===== config.mk =====
export PLATFORM = sky130hd
export DESIGN_NAME = message_tag_matcher
export DESIGN_NICKNAME = d
export VERILOG_FILES = /design/src/design/mtm_pkg.sv /design/src/design/mtm_cell.sv /design/src/design/message_tag_matcher.sv
export SDC_FILE = /design/constraint.sdc
export NUM_CORES = 2
export LEC_CHECK = 0
export BUFFER_PORTS_ARGS = -buffer_cell sky130_fd_sc_hd__buf_2
export CAP_MARGIN = 25
export CORE_MARGIN = 10
export CORE_UTILIZATION = 50
export CTS_CLUSTER_DIAMETER = 60
export DETAILED_ROUTE_END_ITERATION = 8
export PLACE_DENSITY = 0.66
export SKIP_LAST_GASP = 1
export SLEW_MARGIN = 0
export SYNTH_ARGS = -nofsm -noshare
export SYNTH_HDL_FRONTEND = slang
export SYNTH_SLANG_ARGS = --single-unit

===== constraint.sdc =====
create_clock -name clk -period 8.25 [get_ports clk]
set_clock_uncertainty 0.05 [all_clocks]
set_input_delay 0.825 -clock clk [delete_from_list [all_inputs] [get_ports clk]]
set_output_delay 0.825 -clock clk [all_outputs]
set_load 0.02 [all_outputs]

===== src/design/mtm_pkg.sv =====
// ----------------------------------------------------------------------------
// mtm_pkg: shared types and codes for the message tag matcher
// Status codes, event kinds, register indexes and the queue cell entry type.
// ----------------------------------------------------------------------------
package mtm_pkg;

    localparam logic [1:0] KIND_ARRIVAL = 2'd0;
    localparam logic [1:0] KIND_RECV    = 2'd1;
    localparam logic [1:0] KIND_FINISH  = 2'd2;

    localparam logic [3:0] ST_DELIVERED = 4'd0;
    localparam logic [3:0] ST_QUEUED    = 4'd1;
    localparam logic [3:0] ST_DROPPED   = 4'd2;
    localparam logic [3:0] ST_SERVED    = 4'd3;
    localparam logic [3:0] ST_PENDING   = 4'd4;
    localparam logic [3:0] ST_REMOTE    = 4'd5;
    localparam logic [3:0] ST_SELF      = 4'd6;
    localparam logic [3:0] ST_NO_RANK   = 4'd7;
    localparam logic [3:0] ST_BUSY      = 4'd8;
    localparam logic [3:0] ST_FIN_NOTED = 4'd9;
    localparam logic [3:0] ST_PEND_FAIL = 4'd10;

    localparam logic [0:0] REG_WORLD_SIZE = 1'd0;
    localparam logic [0:0] REG_OWN_RANK   = 1'd1;

    localparam int SRC_W = 4;
    localparam int TAG_W = 32;
    localparam int CNT_W = 31;

    // rank limit; ranks must fit the SRC_W-bit source field
    localparam int MAX_RANKS = 16;

    // Search key broadcast along the cell row
    typedef struct packed {
        logic [SRC_W-1:0] src;
        logic [TAG_W-1:0] tag;
        logic [CNT_W-1:0] cnt;
    } key_t;

    // Per-cycle command to every cell
    typedef struct packed {
        logic load;   // append arrival at the first free cell
        logic pop;    // remove the matched cell, younger cells shift down
    } cell_cmd_t;

endpackage


===== src/design/mtm_cell.sv =====
// ----------------------------------------------------------------------------
// mtm_cell: one slot of the unexpected queue
// Holds one descriptor, compares it to the search key, and shifts toward the
// head when an older slot is popped.
// ----------------------------------------------------------------------------
module mtm_cell #(
    parameter int HW = 8
) (
    input  logic                 clk,
    input  logic                 rst_n,
    input  mtm_pkg::cell_cmd_t   cmd,
    input  mtm_pkg::key_t        key,
    input  mtm_pkg::key_t        new_entry,
    input  logic [HW-1:0]        new_handle,
    input  logic                 first_free,   // this is the first free cell
    input  logic                 sel_below,    // pop point is at or below this cell
    input  logic                 up_valid,
    input  mtm_pkg::key_t        up_entry,
    input  logic [HW-1:0]        up_handle,
    output logic                 valid,
    output mtm_pkg::key_t        entry,
    output logic [HW-1:0]        handle,
    output logic                 hit
);

    logic               valid_reg, valid_next;
    mtm_pkg::key_t      entry_reg, entry_next;
    logic [HW-1:0]      handle_reg, handle_next;

    assign valid  = valid_reg;
    assign entry  = entry_reg;
    assign handle = handle_reg;
    // request key: tag 0 is a wildcard
    assign hit = valid_reg && entry_reg.src == key.src && entry_reg.cnt == key.cnt
                 && (entry_reg.tag == key.tag || key.tag == '0);

    always_comb
    begin
        valid_next  = valid_reg;
        entry_next  = entry_reg;
        handle_next = handle_reg;
        if (cmd.load && first_free)
        begin
            valid_next  = 1'b1;
            entry_next  = new_entry;
            handle_next = new_handle;
        end
        else if (cmd.pop && sel_below)
        begin
            valid_next  = up_valid;
            entry_next  = up_entry;
            handle_next = up_handle;
        end
    end

    always_ff @(posedge clk or negedge rst_n)
    begin
        if (!rst_n)
        begin
            valid_reg <= 1'b0;
        end
        else
        begin
            valid_reg <= valid_next;
        end
    end

    always_ff @(posedge clk)
    begin
        entry_reg  <= entry_next;
        handle_reg <= handle_next;
    end

endmodule


===== src/design/message_tag_matcher.sv =====
// Flow: each input transaction is compared, then answered; no new transaction
//   is taken while one is held; the cell row compares all slots
//   and pops or appends in the cycle after accept, and the result register
//   shows the answer in the next; a stalled result holds off the input.
// Reset: asynchronous, active low; clears pending receive, finish flags and
//   slot valid bits at once, no clearing pass.
// ----------------------------------------------------------------------------
// message_tag_matcher: receive matching against an unexpected queue
// Single pending receive plus a row of queue cells kept packed oldest first.
// ----------------------------------------------------------------------------
module message_tag_matcher #(
    parameter int QUEUE_DEPTH  = 16,
    parameter int HANDLE_WIDTH = 8
) (
    input  logic                     clk,
    input  logic                     rst_n,
    input  logic                     cfg_we,
    input  logic [0:0]               cfg_index,
    input  logic [4:0]               cfg_data,
    input  logic                     in_valid,
    output logic                     in_stall,
    input  logic [1:0]               kind,
    input  logic signed [7:0]        peer_rank,
    input  logic signed [31:0]       msg_tag,
    input  logic [30:0]              byte_count,
    input  logic [HANDLE_WIDTH-1:0]  msg_handle,
    output logic                     out_valid,
    input  logic                     out_stall,
    output logic [3:0]               status,
    output logic [HANDLE_WIDTH-1:0]  out_handle,
    output logic [3:0]               out_source,
    output logic signed [31:0]       out_tag,
    output logic [30:0]              out_count
);

    localparam int QD = QUEUE_DEPTH;
    localparam int QI = (QD > 1) ? $clog2(QD) : 1;

    logic [4:0]  world_reg;
    logic [3:0]  own_reg;

    // stage 1: accepted transaction held while the cells compare
    logic                     busy_reg;
    logic [1:0]               kind_reg;
    logic [7:0]               peer_reg;
    mtm_pkg::key_t            key_reg;
    logic [HANDLE_WIDTH-1:0]  hnd_reg;

    logic                             waiting_reg;
    mtm_pkg::key_t                    want_reg;
    logic [mtm_pkg::MAX_RANKS-1:0]    done_reg;

    logic                     ov_reg;
    logic [3:0]               st_reg;
    logic [HANDLE_WIDTH-1:0]  oh_reg;
    mtm_pkg::key_t            oe_reg;

    logic accept;
    assign in_stall = busy_reg || (ov_reg && out_stall);
    assign accept   = in_valid && !in_stall && kind != 2'd3;

    logic [QD-1:0]            v, hits, below, first_free;
    mtm_pkg::key_t            ent [QD];
    logic [HANDLE_WIDTH-1:0]  hd  [QD];
    mtm_pkg::cell_cmd_t       cmd;

    // prefix scans: at most one hit chosen, oldest first
    logic [QD-1:0] hit_seen;
    always_comb
    begin
        for (int i = 0; i < QD; i++)
        begin
            hit_seen[i] = hits[i] || (i > 0 && hit_seen[(i > 0) ? i-1 : 0]);
            first_free[i] = !v[i] && (i == 0 || v[(i > 0) ? i-1 : 0]);
        end
        below = hit_seen;
    end

    logic [QI-1:0] hit_idx;
    always_comb
    begin
        hit_idx = '0;
        for (int i = QD-1; i >= 0; i--)
            if (hits[i]) hit_idx = QI'(i);
    end

    genvar g;
    generate
        for (g = 0; g < QD; g++)
        begin : g_cell
            mtm_cell #(.HW(HANDLE_WIDTH)) u_cell (
                .clk        (clk),
                .rst_n      (rst_n),
                .cmd        (cmd),
                .key        (key_reg),
                .new_entry  (key_reg),
                .new_handle (hnd_reg),
                .first_free (first_free[g]),
                .sel_below  (below[g]),
                .up_valid   ((g < QD-1) ? v[(g < QD-1) ? g+1 : g] : 1'b0),
                .up_entry   (ent[(g < QD-1) ? g+1 : g]),
                .up_handle  (hd[(g < QD-1) ? g+1 : g]),
                .valid      (v[g]),
                .entry      (ent[g]),
                .handle     (hd[g]),
                .hit        (hits[g])
            );
        end
    endgenerate

    // stage 2 decision
    logic                         peer_neg, is_self, no_rank, fits_want, done_src;
    logic [3:0]                   st_next;
    logic                         wait_set, wait_clr, set_done;
    assign peer_neg  = peer_reg[7];
    assign is_self   = !peer_neg && peer_reg == {4'd0, own_reg};
    assign no_rank   = peer_neg || {1'b0, peer_reg} >= {4'd0, world_reg}
                       || 9'(peer_reg) >= 9'(mtm_pkg::MAX_RANKS);
    assign fits_want = waiting_reg && want_reg.src == key_reg.src
                       && want_reg.cnt == key_reg.cnt
                       && (want_reg.tag == key_reg.tag || want_reg.tag == '0);
    assign done_src  = done_reg[key_reg.src];

    always_comb
    begin
        st_next  = mtm_pkg::ST_NO_RANK;
        cmd      = '0;
        wait_set = 1'b0;
        wait_clr = 1'b0;
        set_done = 1'b0;
        if (busy_reg)
        begin
            if (is_self) st_next = mtm_pkg::ST_SELF;
            else if (no_rank) st_next = mtm_pkg::ST_NO_RANK;
            else
            begin
                case (kind_reg)
                    mtm_pkg::KIND_ARRIVAL:
                    begin
                        if (fits_want)
                        begin
                            st_next  = mtm_pkg::ST_DELIVERED;
                            wait_clr = 1'b1;
                        end
                        else if (v[QD-1]) st_next = mtm_pkg::ST_DROPPED;
                        else
                        begin
                            st_next  = mtm_pkg::ST_QUEUED;
                            cmd.load = 1'b1;
                        end
                    end
                    mtm_pkg::KIND_RECV:
                    begin
                        if (waiting_reg) st_next = mtm_pkg::ST_BUSY;
                        else if (|hits)
                        begin
                            st_next = mtm_pkg::ST_SERVED;
                            cmd.pop = 1'b1;
                        end
                        else if (done_src) st_next = mtm_pkg::ST_REMOTE;
                        else
                        begin
                            st_next  = mtm_pkg::ST_PENDING;
                            wait_set = 1'b1;
                        end
                    end
                    default:
                    begin
                        set_done = 1'b1;
                        if (waiting_reg && want_reg.src == key_reg.src)
                        begin
                            st_next  = mtm_pkg::ST_PEND_FAIL;
                            wait_clr = 1'b1;
                        end
                        else st_next = mtm_pkg::ST_FIN_NOTED;
                    end
                endcase
            end
        end
    end

    always_ff @(posedge clk or negedge rst_n)
    begin
        if (!rst_n)
        begin
            world_reg   <= 5'd1;
            own_reg     <= 4'd0;
            busy_reg    <= 1'b0;
            waiting_reg <= 1'b0;
            done_reg    <= '0;
            ov_reg      <= 1'b0;
        end
        else
        begin
            if (cfg_we && cfg_index == mtm_pkg::REG_WORLD_SIZE) world_reg <= cfg_data;
            if (cfg_we && cfg_index == mtm_pkg::REG_OWN_RANK) own_reg <= cfg_data[3:0];
            busy_reg <= accept;
            if (wait_set) waiting_reg <= 1'b1;
            else if (wait_clr) waiting_reg <= 1'b0;
            if (set_done) done_reg[key_reg.src] <= 1'b1;
            if (busy_reg) ov_reg <= 1'b1;
            else if (!out_stall) ov_reg <= 1'b0;
        end
    end

    always_ff @(posedge clk)
    begin
        if (accept)
        begin
            kind_reg    <= kind;
            peer_reg    <= peer_rank;
            key_reg.src <= peer_rank[3:0];
            key_reg.tag <= msg_tag;
            key_reg.cnt <= byte_count;
            hnd_reg     <= msg_handle;
        end
        if (wait_set) want_reg <= key_reg;
        if (busy_reg)
        begin
            st_reg <= st_next;
            if (st_next == mtm_pkg::ST_DELIVERED)
            begin
                oh_reg <= hnd_reg;
                oe_reg <= key_reg;
            end
            else if (st_next == mtm_pkg::ST_SERVED)
            begin
                oh_reg <= hd[hit_idx];
                oe_reg <= ent[hit_idx];
            end
            else
            begin
                oh_reg <= '0;
                oe_reg <= '0;
            end
        end
    end

    assign out_valid  = ov_reg;
    assign status     = st_reg;
    assign out_handle = oh_reg;
    assign out_source = oe_reg.src;
    assign out_tag    = oe_reg.tag;
    assign out_count  = oe_reg.cnt;

`ifndef SYNTHESIS
    a_one_hit_pop: assert property (@(posedge clk) disable iff (!rst_n)
        cmd.pop |-> $onehot(below & ~(below << 1)))
        else $error("pop point not unique");
    a_no_load_full: assert property (@(posedge clk) disable iff (!rst_n)
        cmd.load |-> !v[QD-1])
        else $error("append into full queue");
    a_result_follows: assert property (@(posedge clk) disable iff (!rst_n)
        busy_reg |=> out_valid)
        else $error("result missing");
    a_no_load_pop: assert property (@(posedge clk) disable iff (!rst_n)
        !(cmd.load && cmd.pop))
        else $error("append and pop together");
`endif

endmodule


==> results.md <==
- 2 — number of buffer and inverter instances along the worst setup path
- 4 — Clock H-tree levels
- 0 — number of hold violations in the final report
- 0 ns — setup tns final
- 0 — hold_buf cts
- false — setup repair after global routing missed its margin
- 1427 — number of enable-type register cells in the synthesized netlist
- compound AO/OA/AOI/OAI gates — kind of cell adding the most delay to the critical path
- 23 — initial antenna violation count
- 8.06 ns — arrival time worst endpoint
- 255000 um — Detailed Place HPWL
- 6936 — Post-Synthesis Cells
- 13.4% — remaining max-slew budget at the tightest pin
- 487000 um — first-pass GRT wire length
- 50.4% — Initial Utilization
- 0.06 ns — clock-pin transition on the worst setup and hold timing paths
- 0 — total count of max-transition violations in the final report
- register — startpoint type of the worst setup path
- 1.08 ns — slowest cell delay on critical path
- 9 — first-pass detailed-route iteration total
- 173 — # IOs
- 0 — total of max-cap violations
- 6.2% — fraction of power consumed by combinational cells
- 1.04 — weighted congestion at the end of routability-driven global placement
- 32.4 nW — Leak
- 175 — number of buffers created by CTS
- 0 — Post-CTS Setup Inserts
- 26.9% — ratio of cells with drive above 1 in the final layout
- 9120 — placed cell count
- 2.99% — post-synthesis async set-or-reset flop share
- 7033 — Mapped Nets
- 7087 — Total Nets Final
- 9446 — final instance count without filler cells
- sky130_fd_sc_hd__edfxtp_1 — highest-delay cell along the critical path
- 8.62 ns — Data required, critical path
- sky130_fd_sc_hd__edfxtp_1 — leading area contributor after synthesis
- 0.000227 V — worst voltage drop across the vdd grid
- 179 nW/um^2 — Pwr Density
- sky130_fd_sc_hd__edfxtp_1 — most numerous cell in the Yosys netlist
- sky130_fd_sc_hd__edfxtp_1 (50%), sky130_fd_sc_hd__mux2_2 (15%), sky130_fd_sc_hd__xnor2_1 (9.6%) — top cells by area in the synthesized netlist
- 56.2% — final standard cell utilization of the core
- 172 — number of input and output port buffers inserted
- 190000 um^2 — area of the die
- register — category of the worst setup path capture point
- 0 — Ys Warns
- primary input to asynchronous set/reset pin — type of the tightest min-delay check
- 1072 — max reg flops
- 90800 um^2 — Placed Instance Area
- 4.24 mW — switching power total
- design-rule violations — violations in the final reports
- 1.11 ns — worst slack at placement
- 152 — std cell rows
- sky130_fd_sc_hd__o21ai_0 — most repeated library cell on the critical path
- 0 — remaining global-route overflow
- 45.7% — clock share of power
- 86500 um^2 — cell area after technology mapping
- 10043 — initial detailed-routing violation count
- 50 — worst-path maximum fanout
- 0 — Gates resized, CTS repair
- buf_12, nand2b_1, nand3_1, nor4_1, and3_1, o21ai_0, a21boi_0, o21ai_0, a41oi_1, nor2_4, buf_12, mux2i_1, mux2i_1, a222oi_1, o21ai_0 — ordered cell list for the critical path
- 6.75 — vias per inst
- 78 — Yosys cell types
- 130 MHz — max frequency
- 172000 um^2 — Core Area
- 122 — maximum number of pins on one net before global-route repair
- 0.86 ns — clock latency at the later pin of the worst-skew pair
- sky130_fd_sc_hd__clkbuf_16 — clock root cell
- 0.560 ns — setup ws final
- 49.5% — area share of the largest cell type after synthesis
- 0 — final count of negative-setup-slack endpoints
- 12.5 um^2 — average instance area after synthesis
- 50.8% — Seq/Total Area, Yosys
- 15 — cell count along the critical path
- 354000 um — final WL
- 60444 — via count of the first global-routing pass
- 17.3 mW — Final Total Pwr
- 436 um — chip width
- 48.0% — share of power burned in registers
- 0 — antenna-violating nets left
- 0.0612 ns — hold slack
- 1.30 ns — Worst Max-Slew Pin Slew
- 15 — number of cell instances on the worst register-to-register path
- 24.5% — switching fraction of total power
- 436 um — height of the chip
- done — clock tree from TritonCTS
- 3 — number of buffers between clock root and the deepest sink
- sky130_fd_sc_hd__edfxtp_1 — most frequently used flop master after synthesis
- 13.1 mW — Internal Pwr Total
- 35.6% — GRT Util Overall
- 63738 — vias after detailed routing
- 37.5 um — routed length per instance
- finished, violations left — status
- 93.2% — post-route fraction of the period consumed by the critical path
- 11.6% — Area Overhead vs Synth
- register to register — Crit Path Category
- 2 — DRC Markers
- 96600 um^2 — post-layout instance area
- 1471 — CTS sink cnt
- 7.69 ns — time the final worst path needs with I/O delays and setup
- sky130_fd_sc_hd__edfxtp_1 (1427), sky130_fd_sc_hd__mux2_2 (1125), sky130_fd_sc_hd__xnor2_1 (945) — commonest cells in the netlist
- 1471 — number of register bits inferred by synthesis
==> path summary, 6_finish.rpt <==
| kind | start | to | slack (ns) |
|---|---|---|---|
| max in group asynchronous | rst_n | busy_reg | 7.56 |
| worst max-delay path | peer_reg[1] | out_count[6] | 0.56 |
| min in group clk | byte_count[24] | key_reg[24] | 0.10 |
| worst min register to register | done_reg[10] | done_reg[10] | 0.41 |
| worst max register to register | peer_reg[1] | out_count[6] | 0.56 |
| worst min-delay path | rst_n | out_valid | 0.06 |
==> final cells by class <==
class	count	area, um^2
antenna	3	7.51
clock buffer	212	4580
clock inverter	108	1130
fill	14140	75200
inverter	34	128
multi-input combinational	4834	40000
sequential	1471	44000
tap	2310	2890
timing repair buffer	474	3820
==> power groups by stage <==
| stage | Sequential [mW] | Combinational [mW] | Clock, mW |
|---|---|---|---|
| final | 8.32 | 1.08 | 7.92 |
| after global routing | 8.32 | 1.10 | 8.23 |
| after CTS | 8.32 | 1.04 | 7.95 |
| after detailed placement | 8.47 | 1.04 | 0 |
| after global placement | 8.48 | 1.02 | 0 |
| after floorplan | 8.39 | 0.591 | 0 |
==> metal layers <==
layer | GRT usage (%) | up-vias | wire length, um
li1 | - | 26338 | -
met1 | 49.5 | 32274 | 142000
met2 | 52.0 | 4434 | 152000
met3 | 10.4 | 682 | 44600
met4 | 14.3 | 10 | 16300
met5 | 0 | - | 66
==> cell usage in the layout (no fill, tap or decap), types with 42 or more instances in the layout <==
master	instances
sky130_fd_sc_hd__edfxtp_1	1427
sky130_fd_sc_hd__mux2_2	1125
sky130_fd_sc_hd__xnor2_1	945
sky130_fd_sc_hd__mux2i_1	506
sky130_fd_sc_hd__nand2_1	377
sky130_fd_sc_hd__nand4_1	364
sky130_fd_sc_hd__buf_4	248
sky130_fd_sc_hd__nand3_1	241
sky130_fd_sc_hd__xor2_1	184
sky130_fd_sc_hd__clkbuf_16	178
sky130_fd_sc_hd__a21oi_1	175
sky130_fd_sc_hd__buf_2	174
sky130_fd_sc_hd__nor4_1	149
sky130_fd_sc_hd__a211o_1	131
sky130_fd_sc_hd__nor2_1	88
sky130_fd_sc_hd__o21ai_0	88
sky130_fd_sc_hd__a222oi_1	67
sky130_fd_sc_hd__nand2b_1	51
sky130_fd_sc_hd__buf_12	44
sky130_fd_sc_hd__dfrtp_1	42
==> worst reg2reg max path, stage by stage (launching register included) <==
cell and delay, ns:
sky130_fd_sc_hd__edfxtp_1 1.08, sky130_fd_sc_hd__buf_12 0.29, sky130_fd_sc_hd__nand2b_1 0.26, sky130_fd_sc_hd__nand3_1 0.11, sky130_fd_sc_hd__nor4_1 0.50, sky130_fd_sc_hd__and3_1 0.41, sky130_fd_sc_hd__o21ai_0 0.24, sky130_fd_sc_hd__a21boi_0 0.22
sky130_fd_sc_hd__o21ai_0 0.56, sky130_fd_sc_hd__a41oi_1 0.54, sky130_fd_sc_hd__nor2_4 0.65, sky130_fd_sc_hd__buf_12 0.40, sky130_fd_sc_hd__mux2i_1 0.32, sky130_fd_sc_hd__mux2i_1 0.28, sky130_fd_sc_hd__a222oi_1 0.74, sky130_fd_sc_hd__o21ai_0 0.61
==> kinds of logic (layout without fill, tap and decap cells) <==
kind of cell               after synthesis  in the layout  synth area share (%)
AOI/OAI and AO/OA                      651            651                  5.30
adders and majority gates                5              5                0.0723
muxes                                 1636           1636                  20.6
xor gates and xnor gates              1129           1129                  11.4
and+or+nand+nor                       1413           1413                  8.56
buffers and inverters                  631            828                  3.20
DFF                                   1471           1471                  50.8
other                                    0              3                     0
Power figures use the tool's default switching activity.
